<file path="config.mk">
export PLATFORM = sky130hd
export DESIGN_NAME = gimbal_servo_command_gate
export DESIGN_NICKNAME = d
export VERILOG_FILES = /design/src/sv/gscg_pkg.sv /design/src/sv/gscg_axis.sv /design/src/sv/gimbal_servo_command_gate.sv
export SDC_FILE = /design/constraint.sdc
export NUM_CORES = 1
export LEC_CHECK = 0
export CELL_PAD_IN_SITES_DETAIL_PLACEMENT = 1
export CELL_PAD_IN_SITES_GLOBAL_PLACEMENT = 1
export CORE_MARGIN = 2
export CORE_UTILIZATION = 45
export DETAILED_ROUTE_END_ITERATION = 10
export DONT_BUFFER_PORTS = 1
export MAX_ROUTING_LAYER = met4
export PLACE_DENSITY_LB_ADDON = 0.1
export SLEW_MARGIN = 20
export SYNTH_ARGS = -nofsm -noshare
export SYNTH_HDL_FRONTEND = slang
export SYNTH_HIERARCHICAL = 1
export SYNTH_SLANG_ARGS = --single-unit
export TNS_END_PERCENT = 5
</file>
<file path="constraint.sdc">
create_clock -name clock -period 18.55 [get_ports clock]
set_clock_uncertainty 0.05 [all_clocks]
set_input_delay 1.855 -clock clock [delete_from_list [all_inputs] [get_ports clock]]
set_output_delay 1.855 -clock clock [all_outputs]
set_load 0.01 [all_outputs]
</file>
<file path="src/sv/gscg_pkg.sv">
// Package for the gimbal servo command gate.
// Register indexes, reset values, servo offsets and the per-axis result type.
// No dependencies.
`default_nettype none

package gscg_pkg;

   localparam int AngleWidth  = 17;
   localparam int TargetWidth = 18;
   localparam int CsrIdxWidth = 3;

   localparam logic [CsrIdxWidth-1:0] CSR_YAW_LOW    = 3'd0;
   localparam logic [CsrIdxWidth-1:0] CSR_YAW_HIGH   = 3'd1;
   localparam logic [CsrIdxWidth-1:0] CSR_PITCH_LOW  = 3'd2;
   localparam logic [CsrIdxWidth-1:0] CSR_PITCH_HIGH = 3'd3;
   localparam logic [CsrIdxWidth-1:0] CSR_IDLE_LIMIT = 3'd4;
   localparam logic [CsrIdxWidth-1:0] CSR_PERIOD     = 3'd5;
   localparam logic [CsrIdxWidth-1:0] CSR_DEADBAND   = 3'd6;
   localparam logic [CsrIdxWidth-1:0] CSR_PRESENCE   = 3'd7;

   localparam logic signed [AngleWidth-1:0] YAW_LOW_RESET    = -17'sd12000;
   localparam logic signed [AngleWidth-1:0] YAW_HIGH_RESET   = 17'sd12000;
   localparam logic signed [AngleWidth-1:0] PITCH_LOW_RESET  = -17'sd9000;
   localparam logic signed [AngleWidth-1:0] PITCH_HIGH_RESET = 17'sd9000;
   localparam logic [15:0]                  IDLE_LIMIT_RESET = 16'd100;
   localparam logic [15:0]                  PERIOD_RESET     = 16'd20;
   localparam logic [15:0]                  DEADBAND_RESET   = 16'd10;
   localparam logic [2:0]                   PRESENCE_RESET   = 3'd7;

   // servo zero sits at 120 and 90 degrees of the gimbal frame
   localparam logic signed [TargetWidth-1:0] YAW_OFFSET   = 18'sd12000;
   localparam logic signed [TargetWidth-1:0] PITCH_OFFSET = 18'sd9000;

   typedef struct packed {
      logic signed [AngleWidth-1:0]  angle;
      logic signed [TargetWidth-1:0] target;
      logic                          needs_move;
   } axis_result_type;

endpackage

`default_nettype wire

</file>
<file path="src/sv/gscg_axis.sv">
// One gimbal axis: clamped angle update, servo target and deadband check.
// Depends on gscg_pkg.
`default_nettype none

module gscg_axis (
   input  wire logic                                    apply,
   input  wire logic signed [gscg_pkg::AngleWidth-1:0]  angle,
   input  wire logic signed [gscg_pkg::AngleWidth-1:0]  delta,
   input  wire logic signed [gscg_pkg::AngleWidth-1:0]  low_limit,
   input  wire logic signed [gscg_pkg::AngleWidth-1:0]  high_limit,
   input  wire logic signed [gscg_pkg::TargetWidth-1:0] offset,
   input  wire logic signed [gscg_pkg::TargetWidth-1:0] last_target,
   input  wire logic                                    sent,
   input  wire logic [15:0]                             deadband,
   output gscg_pkg::axis_result_type                    result
);

   logic signed [gscg_pkg::TargetWidth-1:0] sum;
   logic signed [gscg_pkg::TargetWidth-1:0] low_ext;
   logic signed [gscg_pkg::TargetWidth-1:0] high_ext;
   logic signed [gscg_pkg::AngleWidth-1:0]  clamped;
   logic signed [gscg_pkg::AngleWidth-1:0]  angle_next;
   logic signed [gscg_pkg::TargetWidth-1:0] target;
   logic signed [gscg_pkg::TargetWidth:0]   diff;
   logic [gscg_pkg::TargetWidth:0]          mag;

   always_comb begin
      sum      = {angle[gscg_pkg::AngleWidth-1], angle} + {delta[gscg_pkg::AngleWidth-1], delta};
      low_ext  = {low_limit[gscg_pkg::AngleWidth-1], low_limit};
      high_ext = {high_limit[gscg_pkg::AngleWidth-1], high_limit};
      if (sum < low_ext) begin
         clamped = low_limit;
      end else if (sum > high_ext) begin
         clamped = high_limit;
      end else begin
         clamped = sum[gscg_pkg::AngleWidth-1:0];
      end
      angle_next = apply ? clamped : angle;
      target     = {angle_next[gscg_pkg::AngleWidth-1], angle_next} + offset;
      diff       = {target[gscg_pkg::TargetWidth-1], target}
                 - {last_target[gscg_pkg::TargetWidth-1], last_target};
      mag        = diff[gscg_pkg::TargetWidth] ? 19'(-diff) : 19'(diff);
      result.angle      = angle_next;
      result.target     = target;
      result.needs_move = !sent || (mag >= {3'b000, deadband});
   end

endmodule

`default_nettype wire

</file>
<file path="src/sv/gimbal_servo_command_gate.sv">
// Top level of the gimbal servo command gate: registers, tick handshake and stop/move decision.
// Depends on gscg_pkg and gscg_axis.
//
//   channel  prefix  direction  handshake       contents
//   tick     req_    in         valid / ready   command, deltas, time in ms
//   result   rsp_    out        valid / ready   stop/move flags, targets, angles, sequence
//   config   csr_    in         write enable    index and data, no read-back
//
// One tick per cycle sustained while rsp_ready is high; rsp_valid rises as a tick leaves the input register.
// A tick sits in the input register, is evaluated in one pass against the state
// registers and moves into the result register as the state registers update.
// A stalled result holds the input register; req_ready stays high while either side has room.
// Synchronous reset restores register reset values and clears the state registers and valid flags.
`default_nettype none

module gimbal_servo_command_gate (
   input  wire logic                                   clock,
   input  wire logic                                   reset,
   input  wire logic                                   req_valid,
   output      logic                                   req_ready,
   input  wire logic                                   req_cmd_valid,
   input  wire logic                                   req_cmd_enable,
   input  wire logic signed [gscg_pkg::AngleWidth-1:0] req_yaw_delta,
   input  wire logic signed [gscg_pkg::AngleWidth-1:0] req_pitch_delta,
   input  wire logic [31:0]                            req_now_ms,
   output      logic                                   rsp_valid,
   input  wire logic                                   rsp_ready,
   output      logic                                   rsp_stop_yaw,
   output      logic                                   rsp_stop_pitch,
   output      logic                                   rsp_move_yaw,
   output      logic                                   rsp_move_pitch,
   output      logic signed [gscg_pkg::AngleWidth-1:0] rsp_yaw_servo_target,
   output      logic signed [gscg_pkg::AngleWidth-1:0] rsp_pitch_servo_target,
   output      logic signed [gscg_pkg::AngleWidth-1:0] rsp_yaw_now,
   output      logic signed [gscg_pkg::AngleWidth-1:0] rsp_pitch_now,
   output      logic                                   rsp_link_ready,
   output      logic [31:0]                            rsp_tick_sequence,
   input  wire logic                                   csr_wr_en,
   input  wire logic [gscg_pkg::CsrIdxWidth-1:0]       csr_index,
   input  wire logic [gscg_pkg::AngleWidth-1:0]        csr_wdata
);

   // configuration
   logic signed [gscg_pkg::AngleWidth-1:0] yaw_low_ff, yaw_high_ff;
   logic signed [gscg_pkg::AngleWidth-1:0] pitch_low_ff, pitch_high_ff;
   logic [15:0] idle_limit_ff, period_ff, deadband_ff;
   logic [2:0]  presence_ff;

   // input register
   logic                                   in_valid_ff, in_valid_in;
   logic                                   in_cmd_valid_ff, in_cmd_enable_ff;
   logic signed [gscg_pkg::AngleWidth-1:0] in_yaw_delta_ff, in_pitch_delta_ff;
   logic [31:0]                            in_now_ff;

   // state
   logic signed [gscg_pkg::AngleWidth-1:0]  yaw_angle_ff, pitch_angle_ff;
   logic                                    motion_ff, motion_in;
   logic [15:0]                             idle_ff, idle_in, idle_inc;
   logic                                    stopped_ff, stopped_in;
   logic signed [gscg_pkg::TargetWidth-1:0] yaw_last_ff, yaw_last_in;
   logic signed [gscg_pkg::TargetWidth-1:0] pitch_last_ff, pitch_last_in;
   logic                                    yaw_sent_ff, yaw_sent_in;
   logic                                    pitch_sent_ff, pitch_sent_in;
   logic [31:0]                             next_upd_ff, next_upd_in;
   logic [31:0]                             report_ff, report_in;

   // result register
   logic rsp_valid_ff, rsp_valid_in;

   logic fire, apply, link, yaw_on, pitch_on, due, do_stop;
   logic stop_y, stop_p, move_y, move_p;
   gscg_pkg::axis_result_type yaw_res, pitch_res;

   assign fire         = in_valid_ff && (!rsp_valid_ff || rsp_ready);
   assign req_ready    = !in_valid_ff || fire;
   assign in_valid_in  = req_ready ? req_valid : in_valid_ff;
   assign rsp_valid_in = fire ? 1'b1 : (rsp_ready ? 1'b0 : rsp_valid_ff);
   assign rsp_valid    = rsp_valid_ff;

   assign apply    = in_cmd_valid_ff && in_cmd_enable_ff;
   assign link     = presence_ff[0];
   assign yaw_on   = presence_ff[1];
   assign pitch_on = presence_ff[2];

   gscg_axis u_yaw (
      .apply       (apply),
      .angle       (yaw_angle_ff),
      .delta       (in_yaw_delta_ff),
      .low_limit   (yaw_low_ff),
      .high_limit  (yaw_high_ff),
      .offset      (gscg_pkg::YAW_OFFSET),
      .last_target (yaw_last_ff),
      .sent        (yaw_sent_ff),
      .deadband    (deadband_ff),
      .result      (yaw_res)
   );

   gscg_axis u_pitch (
      .apply       (apply),
      .angle       (pitch_angle_ff),
      .delta       (in_pitch_delta_ff),
      .low_limit   (pitch_low_ff),
      .high_limit  (pitch_high_ff),
      .offset      (gscg_pkg::PITCH_OFFSET),
      .last_target (pitch_last_ff),
      .sent        (pitch_sent_ff),
      .deadband    (deadband_ff),
      .result      (pitch_res)
   );

   always_comb begin
      idle_inc = (idle_ff != 16'hFFFF) ? idle_ff + 16'd1 : idle_ff;
      if (in_cmd_valid_ff) begin
         idle_in   = '0;
         motion_in = in_cmd_enable_ff;
      end else begin
         idle_in   = idle_inc;
         motion_in = (idle_inc > idle_limit_ff) ? 1'b0 : motion_ff;
      end

      due     = in_now_ff >= next_upd_ff;
      do_stop = link && !motion_in && !stopped_ff;
      stop_y  = do_stop && yaw_on;
      stop_p  = do_stop && pitch_on;
      move_y  = link && motion_in && due && yaw_on && yaw_res.needs_move;
      move_p  = link && motion_in && due && pitch_on && pitch_res.needs_move;

      stopped_in    = link ? !motion_in : stopped_ff;
      yaw_sent_in   = do_stop ? 1'b0 : (move_y ? 1'b1 : yaw_sent_ff);
      pitch_sent_in = do_stop ? 1'b0 : (move_p ? 1'b1 : pitch_sent_ff);
      yaw_last_in   = move_y ? yaw_res.target : yaw_last_ff;
      pitch_last_in = move_p ? pitch_res.target : pitch_last_ff;
      next_upd_in   = (link && motion_in && due) ? in_now_ff + {16'd0, period_ff}
                                                 : next_upd_ff;
      report_in     = report_ff + 32'd1;
   end

   always_ff @(posedge clock) begin
      if (reset) begin
         yaw_low_ff    <= gscg_pkg::YAW_LOW_RESET;
         yaw_high_ff   <= gscg_pkg::YAW_HIGH_RESET;
         pitch_low_ff  <= gscg_pkg::PITCH_LOW_RESET;
         pitch_high_ff <= gscg_pkg::PITCH_HIGH_RESET;
         idle_limit_ff <= gscg_pkg::IDLE_LIMIT_RESET;
         period_ff     <= gscg_pkg::PERIOD_RESET;
         deadband_ff   <= gscg_pkg::DEADBAND_RESET;
         presence_ff   <= gscg_pkg::PRESENCE_RESET;
      end else if (csr_wr_en) begin
         case (csr_index)
            gscg_pkg::CSR_YAW_LOW:    yaw_low_ff    <= csr_wdata;
            gscg_pkg::CSR_YAW_HIGH:   yaw_high_ff   <= csr_wdata;
            gscg_pkg::CSR_PITCH_LOW:  pitch_low_ff  <= csr_wdata;
            gscg_pkg::CSR_PITCH_HIGH: pitch_high_ff <= csr_wdata;
            gscg_pkg::CSR_IDLE_LIMIT: idle_limit_ff <= csr_wdata[15:0];
            gscg_pkg::CSR_PERIOD:     period_ff     <= csr_wdata[15:0];
            gscg_pkg::CSR_DEADBAND:   deadband_ff   <= csr_wdata[15:0];
            gscg_pkg::CSR_PRESENCE:   presence_ff   <= csr_wdata[2:0];
            default: ;
         endcase
      end
   end

   always_ff @(posedge clock) begin
      if (reset) begin
         in_valid_ff  <= 1'b0;
         rsp_valid_ff <= 1'b0;
      end else begin
         in_valid_ff  <= in_valid_in;
         rsp_valid_ff <= rsp_valid_in;
      end
   end

   always_ff @(posedge clock) begin
      if (req_valid && req_ready) begin
         in_cmd_valid_ff   <= req_cmd_valid;
         in_cmd_enable_ff  <= req_cmd_enable;
         in_yaw_delta_ff   <= req_yaw_delta;
         in_pitch_delta_ff <= req_pitch_delta;
         in_now_ff         <= req_now_ms;
      end
   end

   always_ff @(posedge clock) begin
      if (reset) begin
         yaw_angle_ff   <= '0;
         pitch_angle_ff <= '0;
         motion_ff      <= 1'b0;
         idle_ff        <= '0;
         stopped_ff     <= 1'b0;
         yaw_last_ff    <= '0;
         pitch_last_ff  <= '0;
         yaw_sent_ff    <= 1'b0;
         pitch_sent_ff  <= 1'b0;
         next_upd_ff    <= '0;
         report_ff      <= '0;
      end else if (fire) begin
         yaw_angle_ff   <= yaw_res.angle;
         pitch_angle_ff <= pitch_res.angle;
         motion_ff      <= motion_in;
         idle_ff        <= idle_in;
         stopped_ff     <= stopped_in;
         yaw_last_ff    <= yaw_last_in;
         pitch_last_ff  <= pitch_last_in;
         yaw_sent_ff    <= yaw_sent_in;
         pitch_sent_ff  <= pitch_sent_in;
         next_upd_ff    <= next_upd_in;
         report_ff      <= report_in;
      end
   end

   always_ff @(posedge clock) begin
      if (fire) begin
         rsp_stop_yaw           <= stop_y;
         rsp_stop_pitch         <= stop_p;
         rsp_move_yaw           <= move_y;
         rsp_move_pitch         <= move_p;
         rsp_yaw_servo_target   <= yaw_res.target[gscg_pkg::AngleWidth-1:0];
         rsp_pitch_servo_target <= pitch_res.target[gscg_pkg::AngleWidth-1:0];
         rsp_yaw_now            <= yaw_res.angle;
         rsp_pitch_now          <= pitch_res.angle;
         rsp_link_ready         <= link;
         rsp_tick_sequence      <= report_in;
      end
   end

endmodule

`default_nettype wire
</file>
==> results of run 1 <==
-- Yosys cell counts, types with 30 or more instances --
cell type | number | area (um2)
o21a_1 | 31 | 233
nand4_1 | 30 | 188
a211oi_1 | 37 | 278
nand3_1 | 66 | 330
xor2_1 | 65 | 569
ha_1 | 274 | 3430
nand3b_1 | 31 | 233
edfxtp_1 | 173 | 5190
o21ai_0 | 111 | 556
nand2_1 | 440 | 1650
a21oi_1 | 289 | 1450
and3_1 | 32 | 200
nor3_1 | 38 | 190
clkbuf_1 | 88 | 330
dfxtp_1 | 275 | 5510
a21o_1 | 52 | 390
nand2b_1 | 35 | 219
xnor2_1 | 123 | 1080
nor2_1 | 240 | 901
o211ai_1 | 31 | 233
mux2i_1 | 53 | 531
inv_1 | 262 | 983
-- sequential cells by signal (all words and copies together), names as in the netlist, 16 cells and up --
| signal | count |
|---|---|
| pitch_low_ff | 17 |
| deadband_ff | 16 |
| period_ff | 16 |
| in_pitch_delta_ff | 17 |
| rsp_tick_sequence | 32 |
| next_upd_ff | 32 |
| pitch_high_ff | 17 |
| rsp_pitch_now | 17 |
| rsp_yaw_servo_target | 17 |
| rsp_pitch_servo_target | 17 |
| idle_ff | 16 |
| pitch_last_ff | 18 |
| yaw_high_ff | 17 |
| yaw_low_ff | 17 |
| idle_limit_ff | 16 |
| in_now_ff | 32 |
| report_ff | 32 |
| yaw_angle_ff | 17 |
| yaw_last_ff | 18 |
| rsp_yaw_now | 17 |
| in_yaw_delta_ff | 17 |
| pitch_angle_ff | 17 |
-- power by group --
| group | total [uW] | internal, uW | leakage, uW | switching, uW |
|---|---|---|---|---|
| clock | 1030 | 596 | 0.000827 | 435 |
| sequential | 1110 | 1070 | 0.00386 | 32.7 |
| combinational | 984 | 402 | 0.00762 | 582 |
| total | 3120 | 2070 | 0.0123 | 1050 |
-- cells by family (layout without fill, tap and decap cells) --
kind of cell	Yosys count	count (layout)	share of synthesized area [%]
buf+inv	378	387	5.39
simple gates	1063	1063	18.2
fa+ha+maj	281	281	12.8
mux	66	66	2.43
xor+xnor	189	189	5.96
compound gates	730	730	16.8
other cells	2	48	0.0269
flops	448	448	38.4
-- routing by layer --
metal	vias to the layer above	GRT usage (%)
met1	11000	31.1
met2	325	42.6
met5	-	-
met3	112	3.80
met4	0	7.79
li1	11100	-
-- worst paths after layout --
path         slack [ns]  depth (start not counted)               start               end
max                6.63                         51  in_yaw_delta_ff[1]    yaw_last_ff[5]
min                0.41                          2    pitch_high_ff[2]  pitch_high_ff[2]
max reg2reg        6.63                         51  in_yaw_delta_ff[1]    yaw_last_ff[5]
min reg2reg        0.41                          2    pitch_high_ff[2]  pitch_high_ff[2]
-- cells in the final DEF, fill, tap and decap left out, types with 52 or more instances in the layout --
cell type	Yosys	layout
o21ai_0	111	111
inv_1	262	262
nand3_1	66	66
nor2_1	240	238
mux2i_1	53	53
dfxtp_1	275	275
a21oi_1	289	289
edfxtp_1	173	173
xnor2_1	123	123
nand2_1	440	440
ha_1	274	274
a21o_1	52	52
xor2_1	65	65
clkbuf_16	0	52
-- worst max-delay path: cells and delay by family, from the launching register on --
family / cells / cell delay (ns)
AOI/OAI and AO/OA: 27 / 6.11
xor gates and xnor gates: 2 / 0.36
and+or+nand+nor: 9 / 1.59
muxes: 4 / 0.94
adders and majority gates: 5 / 1.45
DFF: 1 / 0.39
buffers and inverters: 4 / 0.87
-- through the flow --
stage | hold WS [ns] | util [%] | setup WS, ns | std cells
after floorplan | 0.381 | - | 8.07 | 3196
after global placement | 0.392 | 46.8 | 7.17 | 3899
after detailed placement | 0.398 | 46.8 | 6.74 | 3899
after CTS | 0.405 | 49.6 | 6.68 | 3995
after global routing | 0.432 | 49.6 | 5.81 | 4001
final | 0.406 | 49.6 | 6.63 | 4002
-- layout make-up --
| class | count | share of cell area (%) |
|---|---|---|
| Tap cell | 790 | 3.24 |
| Clock buffer | 59 | 4.42 |
| Sequential cell | 448 | 35.1 |
| Inverter | 264 | 3.27 |
| Antenna cell | 7 | 0.0574 |
| Clock inverter | 37 | 1.20 |
| Multi-Input combinational cell | 2370 | 52.1 |
| Timing Repair Buffer | 27 | 0.665 |
==> flow_metrics.tcl, run 1 <==
set metrics [dict create \
    die_h_um 253 \
    dp_hpwl_um 59300 \
    crit_top_cell "ha_1" \
    fin_crit_sh_pct 64.2 \
    core_um2 61500 \
    ant_nets 0 \
    cts_buffers 51 \
    tritoncts "yes" \
    start_util_pct 45.4 \
    ys.flop_type "dfxtp_1" \
    grt_pass1_vias 23400 \
    worst-setup-path-type "flip-flop to flip-flop" \
    grt_pass1_wl_um 125000 \
    end_kind "flip-flop" \
    fin_crit_ns 11.92 \
    ioPinCount 200 \
    max_stage_delay_ns 0.53 \
    synth-edff-count 173 \
    hold_buffers 0 \
    drive_gt1_share_pct 6.02 \
    clockRootBuffer "clkbuf_16" \
    drtPass1Iterations 4 \
    p_total_uw 3120 \
    antenna_found_initial 9 \
    grt_max_degree 277 \
    synth-seq-cells 448 \
    ir_drop_mv 0.0756 \
    holdCritPathClass "flip-flop to flip-flop" \
    cp_slowest_cell "or4_1" \
    grt_usage_pct 25.2 \
    die-area_um2 64000 \
    post_cts_buffers 0 \
    area_delta_synth_final_pct 9.32 \
    slew_headroom_pct 24.5 \
    cts.clk_slew.worst_paths_ns 0.06 \
    synth_cell_types 108 \
    ctsResizeCount 0 \
    p_leak_uw 0.0123 \
    std_cell_rows 91 \
    critical_path_required_ns 18.96 \
    drc 0 \
    ys_seq_area_share_pct 38.4 \
    crit_fanout 19 \
    rsz0062_at_grt "false" \
    syn_area_um2 27900 \
    fin_nets 3536 \
    start_kind "flip-flop" \
    via_per_inst 5.62 \
    clkSinkCount 448 \
    first_iter_violations 1055 \
    regArea_um2 10700 \
    cap_violations 0 \
    clk_path_buf_depth 3 \
    wl_met1_um 35800 \
    fmax_mhz 83.9 \
    worst_slew_pin_slew_ns 1.13 \
    portBuffers 0 \
    wl_met2_um 38300 \
    h-tree-depth 2 \
    worst_ep_arrival_time_ns 12.32 \
    multiInputGateArea_um2 15900 \
    clkLatencyLatePin_ns 0.61 \
    final_area_um2 30500 \
    setup_viol 0 \
    gp_congestion 0.868 \
    yosysWarnings 6 \
    met3WireLength_um 3100 \
    syn_inst 3157 \
    setup_tns_ns 0 \
    placed_cell_area_um2 28800 \
    report.final.slew_viol_count 0 \
    power_density_nw_per_um2 102 \
    finalHoldViolations 0 \
    ys_async_sr_fraction_pct 0 \
    highest_layer "met4" \
    drt-total-wl_um 79400 \
    status "finished, final reports clean" \
    fill_cells 7130 \
    die_w_um 253 \
    vias 22500 \
    wl_per_cell_um 19.8 \
    grt-ovfl-total 0 \
    syn_area_per_cell_um2 8.84 \
]
(Power assumes the default switching activity.)
==> run 2: changes to the inputs <==
- clock period: 18.55 -> 11 ns (I/O delays scaled with it)
==> run 2 against run 1 <==
Utilization increased by 1.3 points. Clock power increased by 71%. Register-to-register slack got worse by 6.3 ns. Cell area increased by 2.6%. Worst setup slack got worse by 6.3 ns. Die area unchanged. Fmax increased by 12%. Critical endpoint unchanged. Largest cell class unchanged.
==> flow_metrics.tcl, run 2 (synthesis gave the netlist of run 1 again) <==
set metrics [dict create \
    status "finished, final reports clean" \
    portBuffers 0 \
    via_per_inst 5.65 \
    drtPass1Iterations 5 \
    power.share.clock_pct 32.5 \
    ir_drop_mv 0.144 \
    fin_cells 4036 \
    h-tree-depth 2 \
    die_h_um 253 \
    holdCritPathClass "flip-flop to flip-flop" \
    worst-setup-path-type "flip-flop to flip-flop" \
    start_kind "flip-flop" \
    first_iter_violations 1062 \
    tritoncts "yes" \
    p_leak_uw 0.0126 \
    fin_nets 3572 \
    dp.cells 3916 \
    hold_buffers 0 \
    area_delta_synth_final_pct 12.2 \
    grt-ovfl-total 0 \
    clkLatencyLatePin_ns 0.62 \
    finalHoldViolations 0 \
    fin_crit_ns 10.66 \
    grt_pass1_vias 24000 \
    drt-total-wl_um 82700 \
    clockRootBuffer "clkbuf_16" \
    power_density_nw_per_um2 172 \
    dp_hpwl_um 60500 \
    p_total_uw 5400 \
    std_cell_rows 91 \
    antenna_found_initial 10 \
    clkSinkCount 448 \
    ioPinCount 200 \
    switchingPower_uw 1820 \
    final_common_cell "nand2_1" \
    fin_crit_sh_pct 96.9 \
    clk_path_buf_depth 3 \
    pre_cts_ws_ns -0.394 \
    start_util_pct 45.4 \
    cap_violations 0 \
    grt_usage_pct 26.1 \
    report.final.slew_viol_count 0 \
    die-area_um2 64000 \
    setup_slack_ns 0.336 \
    final_cell_mix "nand2_1, a21oi_1, dfxtp_1" \
    max_stage_delay_ns 0.49 \
    ant_nets 0 \
    worst_ep_arrival_time_ns 11.10 \
    die_w_um 253 \
    end_kind "flip-flop" \
    gp_congestion 0.875 \
    p_seq_share_pct 34.6 \
    crit_top_cell "mux2i_1" \
    setup_viol 0 \
    critical_path_required_ns 11.43 \
    comb_power_share_pct 32.9 \
    worst_slew_pin_slew_ns 1.06 \
    drive_gt1_share_pct 8.68 \
    switching_share_pct 33.8 \
    grt_max_degree 277 \
    core_um2 61500 \
    fmax_mhz 93.8 \
    grt_pass1_wl_um 129000 \
    crit_fanout 5 \
    slew_headroom_pct 29.0 \
    cts.clk_slew.worst_paths_ns 0.06 \
    cp_slowest_cell "or4_4" \
    vias 22800 \
    cts_buffers 52 \
    drc 0 \
    internal-power_uw 3570 \
    wl_per_cell_um 20.5 \
]
run 2: changes by cell type in the layout (fill, tap and decap cells not counted), moves of 6 or more:
cell and delta:
a211oi_1 -7, a211oi_2 +6, a21oi_1 -8, a21oi_2 +8, buf_4 +28, ha_1 -7, o21ai_0 -10, o21ai_1 +7
run 2: cell type report:
cell class              instances  area [um2]
diodes                          7        17.5
fillers                      7091       30200
well taps                     790         988
inverters                     264         996
clock buffers                  70        1460
multi-input cells            2371       16300
flip-flops and latches        448       10700
clock inverters                25         268
repair buffers                 61         529
run 2: routing by layer:
layer,GRT usage [%],vias up,part of all wire (%),wire length [um]
li1,-,11200,-,-
met1,31.9,11200,44,36500
met2,44.5,318,49,40700
met3,3.81,123,3.8,3180
met4,7.95,0,2.8,2310
met5,-,-,0,0
run 2: path summary, 6_finish.rpt:
kind | cells after the start | slack [ns] | endpoint | from
setup / recovery | 52 | 0.34 | yaw_last_ff[5] | in_yaw_delta_ff[5]
hold / removal | 2 | 0.41 | pitch_high_ff[16] | pitch_high_ff[16]
setup reg to reg | 52 | 0.34 | yaw_last_ff[5] | in_yaw_delta_ff[5]
hold reg to reg | 2 | 0.41 | pitch_high_ff[16] | pitch_high_ff[16]
run 2: timing repair:
action	4_1_cts	5_1_grt
gates cloned	0	3
buffers inserted	0	15
resized for setup	11	85
setup endpoints to repair	40	40
pin swaps	1	30
run 2: critical path, delay by kind of cell (launching register included):
kind	cells	cell delay, ns
and+or+nand+nor	9	2.13
muxes	4	0.84
DFF	1	0.38
buffers and inverters	7	0.87
adders and majority gates	5	1.17
AOI/OAI and AO/OA	24	4.64
xor gates and xnor gates	3	0.46
run 2: metrics by stage:
step           hold WS [ns]  TNS, ns  utilization [%]  area, um2
2_1_floorplan         0.381        0                -      28000
3_3_place_gp          0.393        0             47.0      28900
3_5_place_dp          0.403   -12.62             47.0      28900
4_1_cts               0.412        0             49.9      30700
5_1_grt               0.433    -1.51             50.9      31300
6_report              0.410        0             50.9      31300
run 2: power by group through the flow:
stage	Combinational (uW)	Clock, uW	Sequential (uW)
after floorplan	1270	0	1880
after global placement	1580	0	1900
after detailed placement	1660	0	1900
after CTS	1690	1800	1870
after global routing	1980	1860	1870
final	1770	1760	1870
